[src/hdl/bct_pkg.sv]
package bct_pkg;

	// Coordinate and fixed point widths
	localparam int CoordW = 16;           // input coordinate width
	localparam int OutW   = 16;           // output coordinate width
	localparam int FracW  = 16;           // Q16 fraction bits
	localparam int QW     = CoordW + FracW; // Q16 coordinate width
	localparam int TW     = FracW + 1;    // t in [0, 1.0], Q16
	localparam int SegW   = 6;            // segment count width
	localparam int PW     = QW + TW + 2;  // lerp product width
	localparam int CntW   = $clog2(TW);   // divider bit counter

	localparam logic [SegW-1:0] MaxSegments   = SegW'(63);
	localparam int              QueueDepthDef = 2;

	// Degree opcodes
	localparam logic OpQuad  = 1'b0;
	localparam logic OpCubic = 1'b1;

	typedef logic signed [CoordW-1:0] coord_t;
	typedef logic signed [OutW-1:0]   point_t;
	typedef logic        [SegW-1:0]   seg_t;
	typedef logic        [TW-1:0]     tq_t;
	typedef logic signed [QW-1:0]     q_t;
	typedef logic signed [PW-1:0]     prod_t;

	// One curve as it travels from the front to the back
	typedef struct packed {
		logic              cubic;
		coord_t [3:0]      px;
		coord_t [3:0]      py;
		seg_t              nseg;    // saturated segment count
		tq_t               step_q;  // floor(1.0 / nseg) in Q16
		logic [SegW-1:0]   step_r;  // remainder of that division
	} curve_t;

	function automatic q_t to_q16(coord_t c);
		return q_t'({c, {FracW{1'b0}}});
	endfunction

	// (b - a) * t, kept at full width
	function automatic prod_t lerp_mul(q_t a, q_t b, tq_t t);
		logic signed [QW:0] d;
		logic signed [TW:0] ts;
		d  = {b[QW-1], b} - {a[QW-1], a};
		ts = {1'b0, t};
		return prod_t'(d) * prod_t'(ts);
	endfunction

	// a + (product rounded half up to Q16); wraps safely, result is in range
	function automatic q_t lerp_fin(q_t a, prod_t p);
		prod_t s;
		s = p + (prod_t'(1) <<< (FracW - 1));
		return a + q_t'(s >>> FracW);
	endfunction

	// Nearest integer, half up, low OutW bits
	function automatic point_t round_out(q_t v);
		logic signed [QW:0] s;
		s = {v[QW-1], v} + ((QW+1)'(1) << (FracW - 1));
		return point_t'(s >>> FracW);
	endfunction

endpackage

[src/hdl/bct_queue.sv]
module bct_queue #(
	parameter int DEPTH = bct_pkg::QueueDepthDef
) (
	input  logic            clk,
	input  logic            arst_n,
	input  logic            push,
	input  bct_pkg::curve_t push_item,
	output logic            full,
	input  logic            pop,
	output bct_pkg::curve_t head,
	output logic            head_valid
);
	import bct_pkg::*;

	localparam int PtrW = (DEPTH > 1) ? $clog2(DEPTH) : 1;
	localparam int NumW = $clog2(DEPTH + 1);

	curve_t          mem_q [DEPTH];
	logic [PtrW-1:0] wr_q, rd_q;
	logic [NumW-1:0] num_q;

	function automatic logic [PtrW-1:0] ptr_inc(logic [PtrW-1:0] p);
		return (p == PtrW'(DEPTH - 1)) ? '0 : p + 1'b1;
	endfunction

	assign full       = (num_q == NumW'(DEPTH));
	assign head_valid = (num_q != '0);
	assign head       = mem_q[rd_q];

	always_ff @(posedge clk or negedge arst_n) begin
		if (!arst_n) begin
			wr_q  <= '0;
			rd_q  <= '0;
			num_q <= '0;
		end else begin
			if (push)
				wr_q <= ptr_inc(wr_q);
			if (pop)
				rd_q <= ptr_inc(rd_q);
			if (push && !pop)
				num_q <= num_q + 1'b1;
			else if (pop && !push)
				num_q <= num_q - 1'b1;
		end
	end

	always_ff @(posedge clk) begin
		if (push)
			mem_q[wr_q] <= push_item;
	end

endmodule

[config.mk]
export PLATFORM = sky130hd
export DESIGN_NAME = bct_queue
export DESIGN_NICKNAME = d
export VERILOG_FILES = /design/src/hdl/bct_pkg.sv /design/src/hdl/bct_queue.sv
export SDC_FILE = /design/constraint.sdc
export NUM_CORES = 1
export LEC_CHECK = 0
export ABC_AREA = 1
export BUFFER_PORTS_ARGS = -buffer_cell sky130_fd_sc_hd__buf_2
export CAP_MARGIN = 20
export CORE_ASPECT_RATIO = 0.8
export CORE_MARGIN = 2
export CORE_UTILIZATION = 56
export DETAILED_ROUTE_END_ITERATION = 6
export PLACE_DENSITY = 0.84
export REMOVE_ABC_BUFFERS = 1
export SYNTH_ARGS = -nofsm -noshare
export SYNTH_HDL_FRONTEND = slang
export SYNTH_SLANG_ARGS = --single-unit
[constraint.sdc]
create_clock -name clk -period 16.2 [get_ports clk]
set_input_delay 2.43 -clock clk [delete_from_list [all_inputs] [get_ports clk]]
set_output_delay 2.43 -clock clk [all_outputs]
set_load 0.05 [all_outputs]
==> impl_metrics.json <==
{
  "place.gp.congestion": 0.7440,
  "dp.cells": 1094,
  "powerDensity_nw_per_um2": 210.1,
  "cts_max_path_buffers": 3,
  "io_buffers": 321,
  "p_leak_nw": 5.873,
  "coreArea_sq_um": 20880,
  "clk_pin_slew_ns": 0.06,
  "crit_family": "buffers and inverters",
  "synth.avg_cell_area_sq_um": 23.27,
  "cts_tree": "done",
  "p_clk_share_pct": 20.9,
  "path_buf_inv": 2,
  "hold_viol_final": 0,
  "p_sw_mw": 1.252,
  "r2r_end": "mem_q[0][76]",
  "wirelength_microns": 23040,
  "report.final.setup_viol": 0,
  "dpl.hpwl_microns": 15440,
  "tightest_slew_ns": 1.110,
  "crit_fanout": 70,
  "intPower_mw": 1.852,
  "grt_first_pass_wirelength_microns": 33970,
  "ys_seq_area_share_pct": 79.70,
  "maxCapViolCount": 0,
  "route.vias.total": 6000,
  "syn_inst": 517,
  "fin_crit_ns": 5.377,
  "die_area_sq_um": 22680,
  "initial_utilization_pct": 57.63,
  "antenna_left": 0,
  "grt_usage_pct": 19.66,
  "antenna_found_initial": 5,
  "fin_crit_sh_pct": 33.19,
  "area_growth_pct": 22.76,
  "p_comb_share_pct": 41.7,
  "cts.sinks": 320,
  "synthesis.area_sq_um": 12030,
  "synth_cell_types": 14,
  "remaining_drc_errors": 0,
  "worst_r2r_path_depth": 2,
  "peakVddDrop_mv": 0.1611,
  "sequentialPowerShare_pct": 37.4,
  "hold_ws_ns": 0.5212,
  "layout.cells.non_filler": 1154,
  "ys_ff_latch": 320,
  "fp-row-count": 47,
  "die_w_microns": 167.9,
  "cp_slowest_cell": "buf_4",
  "nNetsFinal": 1021,
  "relSlewSlack_pct": 26.00,
  "grt_setup_unrepaired": "no",
  "postCtsSetupRepairBufs": 0,
  "arrival_ns": 2.95,
  "swShare_pct": 40.34,
  "drtPass1Iterations": 4,
  "hold_buffers": 0,
  "cts_resized": 0,
  "drive_above_1_share_pct": 59.48,
  "grt_max_degree": 91,
  "clock-root-buffer": "clkbuf_16",
  "crit_required_ns": 13.77,
  "clock_latency_ns": 0.54,
  "overflow": 0,
  "avgViaCountPerCell": 5.199,
  "crit_path_start_kind": "flip-flop",
  "crit_chain": "buf_4 > mux2_2 > buf_2",
  "drt_iter0_drc": 391,
  "grt_pass1_vias": 6235,
  "hp-class": "reg -> reg",
  "ios": 322,
  "crit_end": "head[129]",
  "max_clock_freq_mhz": 186.0,
  "crit_type": "reg -> out",
  "fin_skew_ns": 0.009752,
  "cts_max_level": 1,
  "drv_slew": 0,
  "status": "complete, no violations",
  "startpoint": "rd_q",
  "ys_warn_count": 0,
  "fin_setup_tns_ns": 0,
  "routedWlPerCell_microns": 19.97,
  "reg2reg_from": "wr_q",
  "max_stage_delay_ns": 0.87,
  "fp.dieH_microns": 135.1,
  "cts_buffers": 31,
  "reg2reg_slack_ns": 13.63,
  "cp-end-kind": "output port",
  "path_depth": 3
}
[synthesized netlist by cell type]
| master | count | share of area, % |
|---|---|---|
| mux2_4 | 101 | 13 |
| mux2_2 | 57 | 5.3 |
| nand2_1 | 6 | 0.19 |
| nand4_1 | 1 | 0.052 |
| buf_2 | 4 | 0.17 |
| ha_1 | 1 | 0.10 |
| edfxtp_1 | 316 | 79 |
| dfrtp_1 | 4 | 0.83 |
| nand3_1 | 1 | 0.042 |
| nor2_1 | 2 | 0.062 |
| inv_1 | 7 | 0.22 |
| xnor2_1 | 1 | 0.073 |
| buf_6 | 14 | 1.3 |
| xor2_1 | 2 | 0.15 |
[flip-flops by register name (all words and copies together), names as in the netlist]
name	cells
mem_q	316
rd_q	1
wr_q	1
num_q	2
[how the worst min path moves through the flow]
stage              from  slack [ns]  endpoint  cells after the start
6_report       num_q[1]        0.52  num_q[1]                      2
5_1_grt        num_q[0]        0.56  num_q[0]                      1
4_1_cts        num_q[1]        0.52  num_q[1]                      2
3_5_place_dp   num_q[1]        0.49  num_q[1]                      2
3_3_place_gp   num_q[1]        0.46  num_q[1]                      2
2_1_floorplan  num_q[1]        0.44  num_q[1]                      2
[per-layer routing]
| layer | global-route usage, % | share of wire, % |
|---|---|---|
| met1 | 23.47 | 38 |
| met2 | 32.97 | 48 |
| met3 | 8.206 | 11 |
| met4 | 5.942 | 3.2 |
| met5 | 0 | 0.091 |
[worst reg2reg max path: stages, from the launching register on]
cell and delay, ns:
dfrtp_1 0.42, nor2_4 0.82, buf_4 0.88
[logic make-up (layout without fill, tap and decap cells)]
group                      count (synthesis)  after routing  share of synthesized area (%)
xor gates and xnor gates                   3              3                         0.2184
adders and majority gates                  1              1                         0.1040
buffers and inverters                     25            389                          1.695
DFF                                      320            320                          79.70
muxes                                    158            158                          17.94
other                                      0              4                              0
and+or+nand+nor                           10             10                         0.3432
[layout make-up]
type	count	area (sq um)
antenna	4	10.01
clock buffer	38	802.0
clock inverter	18	107.6
fill	1293	6106
inverter	7	31.28
multi-input combinational	172	2246
sequential	320	9593
tap	269	336.6
timing repair buffer	326	1644
[metrics by stage]
stage | utilization, % | setup WS (ns) | area, sq um | power [mW]
4_1_cts | 70.70 | 10.78 | 14760 | 3.134
5_1_grt | 70.72 | 10.68 | 14760 | 3.214
3_5_place_dp | 66.35 | 11.36 | 13850 | 2.481
3_3_place_gp | 66.35 | 11.36 | 13850 | 2.460
6_report | 70.75 | 10.82 | 14770 | 3.104
2_1_floorplan | - | 6.442 | 11850 | 2.309
[placed cells by master, fill, tap and decap left out, types with 3 or more instances in the layout]
| cell type | synthesis | layout |
|---|---|---|
| buf_2 | 4 | 321 |
| edfxtp_1 | 316 | 316 |
| mux2_4 | 101 | 101 |
| mux2_2 | 57 | 57 |
| clkbuf_16 | 0 | 31 |
| clkinv_1 | 0 | 12 |
| clkbuf_1 | 0 | 7 |
| inv_1 | 7 | 6 |
| nand2_1 | 6 | 6 |
| buf_4 | 0 | 5 |
| diode_2 | 0 | 4 |
| clkinv_2 | 0 | 3 |
| dfrtp_1 | 4 | 3 |
[power groups by stage]
| stage | sequential [mW] | clock (mW) | combinational (mW) |
|---|---|---|---|
| final | 1.16 | 0.650 | 1.29 |
| after global routing | 1.17 | 0.692 | 1.35 |
| after CTS | 1.16 | 0.663 | 1.31 |
| after detailed placement | 1.18 | 0 | 1.30 |
| after global placement | 1.17 | 0 | 1.29 |
| after floorplan | 1.25 | 0 | 1.06 |
Note: power is estimated with default switching activity, not from simulation.
