==> config.mk <==
export PLATFORM = sky130hd
export DESIGN_NAME = bct_front
export DESIGN_NICKNAME = d
export VERILOG_FILES = /design/src/hdl/bct_pkg.sv /design/src/hdl/bct_front.sv
export SDC_FILE = /design/constraint.sdc
export NUM_CORES = 1
export LEC_CHECK = 0
export BUFFER_PORTS_ARGS = -buffer_cell sky130_fd_sc_hd__buf_2
export CAP_MARGIN = 20
export CORE_MARGIN = 1
export CORE_UTILIZATION = 45
export CTS_BUF_LIST = sky130_fd_sc_hd__clkbuf_8 sky130_fd_sc_hd__clkbuf_16
export DETAILED_ROUTE_END_ITERATION = 10
export GPL_ROUTABILITY_DRIVEN = 0
export PLACE_DENSITY = 0.8
export SLEW_MARGIN = 40
export SYNTH_ARGS = -nofsm -noshare
export SYNTH_HDL_FRONTEND = slang
export SYNTH_SLANG_ARGS = --single-unit
==> constraint.sdc <==
create_clock -name clk -period 2.7 [get_ports clk]
set_input_delay 0.135 -clock clk [delete_from_list [all_inputs] [get_ports clk]]
set_output_delay 0.135 -clock clk [all_outputs]
set_load 0.05 [all_outputs]
==> src/hdl/bct_pkg.sv <==
package bct_pkg;

	// Coordinate and fixed point widths
	localparam int CoordW = 16;           // input coordinate width
	localparam int OutW   = 16;           // output coordinate width
	localparam int FracW  = 16;           // Q16 fraction bits
	localparam int QW     = CoordW + FracW; // Q16 coordinate width
	localparam int TW     = FracW + 1;    // t in [0, 1.0], Q16
	localparam int SegW   = 6;            // segment count width
	localparam int PW     = QW + TW + 2;  // lerp product width
	localparam int CntW   = $clog2(TW);   // divider bit counter

	localparam logic [SegW-1:0] MaxSegments   = SegW'(63);
	localparam int              QueueDepthDef = 2;

	// Degree opcodes
	localparam logic OpQuad  = 1'b0;
	localparam logic OpCubic = 1'b1;

	typedef logic signed [CoordW-1:0] coord_t;
	typedef logic signed [OutW-1:0]   point_t;
	typedef logic        [SegW-1:0]   seg_t;
	typedef logic        [TW-1:0]     tq_t;
	typedef logic signed [QW-1:0]     q_t;
	typedef logic signed [PW-1:0]     prod_t;

	// One curve as it travels from the front to the back
	typedef struct packed {
		logic              cubic;
		coord_t [3:0]      px;
		coord_t [3:0]      py;
		seg_t              nseg;    // saturated segment count
		tq_t               step_q;  // floor(1.0 / nseg) in Q16
		logic [SegW-1:0]   step_r;  // remainder of that division
	} curve_t;

	function automatic q_t to_q16(coord_t c);
		return q_t'({c, {FracW{1'b0}}});
	endfunction

	// (b - a) * t, kept at full width
	function automatic prod_t lerp_mul(q_t a, q_t b, tq_t t);
		logic signed [QW:0] d;
		logic signed [TW:0] ts;
		d  = {b[QW-1], b} - {a[QW-1], a};
		ts = {1'b0, t};
		return prod_t'(d) * prod_t'(ts);
	endfunction

	// a + (product rounded half up to Q16); wraps safely, result is in range
	function automatic q_t lerp_fin(q_t a, prod_t p);
		prod_t s;
		s = p + (prod_t'(1) <<< (FracW - 1));
		return a + q_t'(s >>> FracW);
	endfunction

	// Nearest integer, half up, low OutW bits
	function automatic point_t round_out(q_t v);
		logic signed [QW:0] s;
		s = {v[QW-1], v} + ((QW+1)'(1) << (FracW - 1));
		return point_t'(s >>> FracW);
	endfunction

endpackage

==> src/hdl/bct_front.sv <==
module bct_front (
	input  logic            clk,
	input  logic            arst_n,
	input  logic            in_valid,
	output logic            in_stall,
	input  bct_pkg::curve_t in_item,
	output logic            q_push,
	output bct_pkg::curve_t q_item,
	input  logic            q_full
);
	import bct_pkg::*;

	typedef enum logic [1:0] {IDLE, DIVIDE, PUSH} state_t;

	state_t          state_q;
	curve_t          item_q;
	logic [CntW-1:0] cnt_q;
	logic [SegW-1:0] rem_q;
	tq_t             quo_q;

	logic            accept;
	logic [SegW:0]   shifted;
	logic            ge;
	seg_t            nsat;
	curve_t          in_sat;

	assign in_stall = (state_q != IDLE);
	assign accept   = in_valid && !in_stall;
	assign q_push   = (state_q == PUSH) && !q_full;
	assign q_item   = item_q;

	assign nsat = (in_item.nseg > MaxSegments) ? MaxSegments : in_item.nseg;

	// incoming curve with its segment count clamped
	always_comb begin
		in_sat      = in_item;
		in_sat.nseg = nsat;
	end

	// restoring divide of 1.0 (only the top dividend bit set) by nseg
	assign shifted = {rem_q, (cnt_q == CntW'(TW - 1))};
	assign ge      = (shifted >= {1'b0, item_q.nseg});

	always_ff @(posedge clk or negedge arst_n) begin
		if (!arst_n) begin
			state_q <= IDLE;
			item_q  <= '0;
			cnt_q   <= '0;
			rem_q   <= '0;
			quo_q   <= '0;
		end else begin
			unique case (state_q)
				IDLE: begin
					if (accept) begin
						item_q      <= in_sat;
						cnt_q       <= CntW'(TW - 1);
						rem_q       <= '0;
						quo_q       <= '0;
						state_q     <= DIVIDE;
					end
				end
				DIVIDE: begin
					rem_q <= ge ? SegW'(shifted - {1'b0, item_q.nseg}) : shifted[SegW-1:0];
					quo_q <= {quo_q[TW-2:0], ge};
					cnt_q <= cnt_q - 1'b1;
					if (cnt_q == '0) begin
						item_q.step_q <= {quo_q[TW-2:0], ge};
						item_q.step_r <= ge ? SegW'(shifted - {1'b0, item_q.nseg})
						                    : shifted[SegW-1:0];
						state_q       <= PUSH;
					end
				end
				PUSH: begin
					if (!q_full)
						state_q <= IDLE;
				end
				default: state_q <= IDLE;
			endcase
		end
	end

endmodule

==> summary.txt <==
Hold path
  • Hold Path Stages: 3
  • Hold Path End: q_item[10]
  • Worst min path class: in -> reg
  • Hold path start: in_item[10]

Synthesis
  • Post-Synthesis Cells: 832
  • Synth top area cells: dfrtp_1 (61%), nand2_1 (21%), a22o_1 (1.7%)
  • Asr flop ratio synth: 1.000
  • Syn Nets: 1003
  • Syn Std Cell Area: 7615 um^2
  • Share of the synthesized area in the top cell type: 0.6145
  • Sequential area share after synthesis: 0.6145
  • Number of synthesized flops with an enable pin: 0
  • Syn avg cell area: 9.152 um^2
  • YS warnings: 0
  • Cell variety after synth: 47
  • Main flop type after synthesis: dfrtp_1
  • Dominant cell type by area after synthesis: dfrtp_1
  • Yosys reg bits: 187

CTS
  • Max clock buf depth: 2
  • CTS buffer count: 17
  • Clock transition at path regs: 70 ps
  • CTS tree: yes
  • Worst-Skew Late Latency: 420 ps
  • H-tree Lvls: 4
  • CTS sink count: 187
  • Clock root buffer: clkbuf_16

Worst setup path
  • Depth of the most critical reg-to-reg path: 11
  • WP data arrival: 2550 ps
  • Setup crit start kind: flip-flop
  • Critical path depth: 11
  • Reg2reg setup slack: 440 ps
  • CP max FO: 4
  • Bufs and invs on worst path: 2
  • Reg2Reg Launch Point: cnt_q[0]
  • Worst EP required: 2990 ps
  • Endpoint type of the worst setup path: flip-flop
  • Slowest cell delay on critical path: 400 ps
  • Max stage delay cell, worst path: fa_1
  • Kind of critical path: reg -> reg
  • Crit-path cells: inv_1 -> ha_1 -> nand3_1 -> ha_1 -> inv_1 -> fa_1 -> a21o_1 -> a21oi_1 -> xnor2_1 -> mux2i_1 -> a31oi_1
  • RR Endpoint: q_item[4]
  • Crit path max-delay family: adder cells

Global routing
  • Gr ovfl total: 0
  • First-pass GRT wire length: 40050 um
  • Largest net degree at the start of global routing: 114
  • Total Routing Usage GR: 0.2927
  • Initial antenna violation count: 2
  • Vias in the first global route: 8086

Power
  • Leak: 6.290 nW
  • PwrDens: 1433 nW/um^2
  • Max VDD drop: 0.8754 mV

Die
  • Die width: 132.1 um
  • Core area: 16520 um^2
  • Die height: 132.1 um
  • Initial core utilization: 0.4608
  • Die area: 17450 um^2
  • Core Rows: 47
  • Ports: 322

Timing
  • Slew at the pin closest to its max-slew limit: 706.3 ps
  • Final hold slack: 27.87 ps
  • Maximum clock frequency: 442.0 MHz
  • Final slew viol count: 0
  • Final cycle utilization of the critical path: 0.8379
  • Max-slew headroom: 0.5286
  • Worst Clk Skew: 11.01 ps
  • # setup viols final: 0
  • RSZ-0062 raised after global routing: no
  • Total Neg Setup Slack: 0 ps
  • Tmin final: 2262 ps
  • Final hold violations: 0

Finish
  • Post-Layout Cell Count: 1527
  • Layout area overhead: 52.07%
  • Number of nets at the end of the flow: 1464
  • Fill cell count: 1147
  • Layout cell share with drive strength beyond 1: 0.2887

Route
  • Drt pass-1 iters: 5
  • # DRC: 0
  • Routed WL: 24860 um
  • DR vias/cell: 5.053
  • Post-route antenna net violation count: 0
  • Initial drt markers: 504
  • Routed len/inst: 16.28 um
  • Vias: 7716

Outcome
  • Status: complete, no violations

Place
  • Inst Count DP: 1340
  • Dpl hpwl: 13900 um
  • PortBufs: 321

Flow run
  • Max-Cap Viols: 0
worst max-delay path by stage:
stage | startpoint | endpoint
final | cnt_q[0] | q_item[4]
after global routing | cnt_q[0] | q_item[4]
after CTS | cnt_q[0] | q_item[4]
after detailed placement | cnt_q[0] | q_item[4]
after global placement | cnt_q[0] | q_item[0]
after floorplan | q_item[27] | q_item[0]
layout make-up:
| type | count | area, um^2 | area share |
|---|---|---|---|
| Antenna cell | 1 | 2.502 | 0.0002161 |
| Clock buffer | 18 | 439.2 | 0.03793 |
| Clock inverter | 14 | 153.9 | 0.01329 |
| Inverter | 12 | 45.04 | 0.003890 |
| Multi-Input combinational cell | 588 | 2700 | 0.2332 |
| Sequential cell | 187 | 4679 | 0.4041 |
| Tap cell | 220 | 275.3 | 0.02377 |
| Timing Repair Buffer | 487 | 3284 | 0.2836 |
cells in the final DEF, fill, tap and decap left out, types with 3 or more instances in the layout:
| cell | netlist | layout |
|---|---|---|
| dfrtp_1 | 187 | 187 |
| a21o_1 | 3 | 3 |
| clkbuf_16 | 0 | 17 |
| nand3_1 | 12 | 12 |
| inv_6 | 0 | 4 |
| nand2b_1 | 4 | 4 |
| ha_1 | 8 | 8 |
| dlygate4sd3_1 | 0 | 154 |
| mux2i_1 | 4 | 4 |
| nand2_1 | 436 | 435 |
| a31oi_1 | 19 | 19 |
| nor2_1 | 25 | 24 |
| inv_8 | 0 | 3 |
| a21oi_1 | 8 | 8 |
| clkinv_4 | 0 | 3 |
| inv_1 | 12 | 12 |
| a22o_1 | 15 | 15 |
| o21ai_0 | 18 | 18 |
| buf_4 | 1 | 9 |
| buf_12 | 0 | 3 |
| buf_2 | 7 | 320 |
worst reg2reg max path, stage by stage (launching register included):
cell and delay, ps:
dfrtp_1 390, inv_1 80, ha_1 210, nand3_1 90, ha_1 190, inv_1 60
fa_1 400, a21o_1 170, a21oi_1 160, xnor2_1 90, mux2i_1 190, a31oi_1 100
cells in the mapped netlist (2+ instances only):
cell type    n
ha_1         8
nor3b_1      2
o22ai_1      2
o21ai_1      2
nor2_1      25
buf_6        2
o21ai_0     18
a22o_1      15
clkbuf_1    33
nand2_2      2
a21oi_1      8
nor2b_1      2
a21o_1       3
o21ai_2      2
a31oi_1     19
buf_2        7
mux2i_1      4
and3_1       2
dfrtp_1    187
o311ai_0     2
nand3_1     12
inv_1       12
nand2b_1     4
nand2_1    436
report_power, final:
| group | total [mW] | leakage, nW | internal (mW) | switching, mW |
|---|---|---|---|---|
| Clock | 2.49 | 0.290 | 1.34 | 1.15 |
| Combinational | 9.12 | 3.69 | 2.28 | 6.84 |
| Sequential | 4.98 | 2.31 | 4.13 | 0.848 |
| Total | 16.6 | 6.29 | 7.75 | 8.84 |
metrics by stage:
step                instance area (um^2)  setup WS [ps]  total power, mW  utilization
finish                             11580          437.8            16.59       0.7008
global route                       11580          257.3            17.48       0.7008
CTS                                11580          418.6            16.42       0.7006
detailed placement                  9443          431.5            13.72       0.5714
global placement                    9440          501.1            13.50       0.5713
floorplan                           7615          406.1            11.58            -
layer usage:
layer	routed length, um	track usage	up-vias
met5	18	0	-
met4	1270	0.1686	2
met3	1956	0.07574	102
met2	12070	0.4891	418
met1	9548	0.3426	3630
li1	-	-	3564
repair_timing:
action / CTS / global route
setup buffers: 0 / 0
gates resized for setup: 0 / 0
hold endpoints to repair: 217 / 0
hold buffers: 154 / 0
state kept, by name, summed over array words and instances, names as in the netlist:
| signal | flops |
|---|---|
| q_item | 158 |
| state_q | 2 |
| quo_q | 16 |
| cnt_q | 5 |
| rem_q | 6 |
kinds of logic after synthesis:
logic type	count (synthesis)	synth area share
flops	187	0.6145
xor+xnor	2	0.002301
simple gates	492	0.2542
fa+ha+maj	9	0.01577
buf+inv	57	0.03286
compound gates	80	0.07312
mux	5	0.007229
No activity file was read; power rests on OpenSTA's default activity.
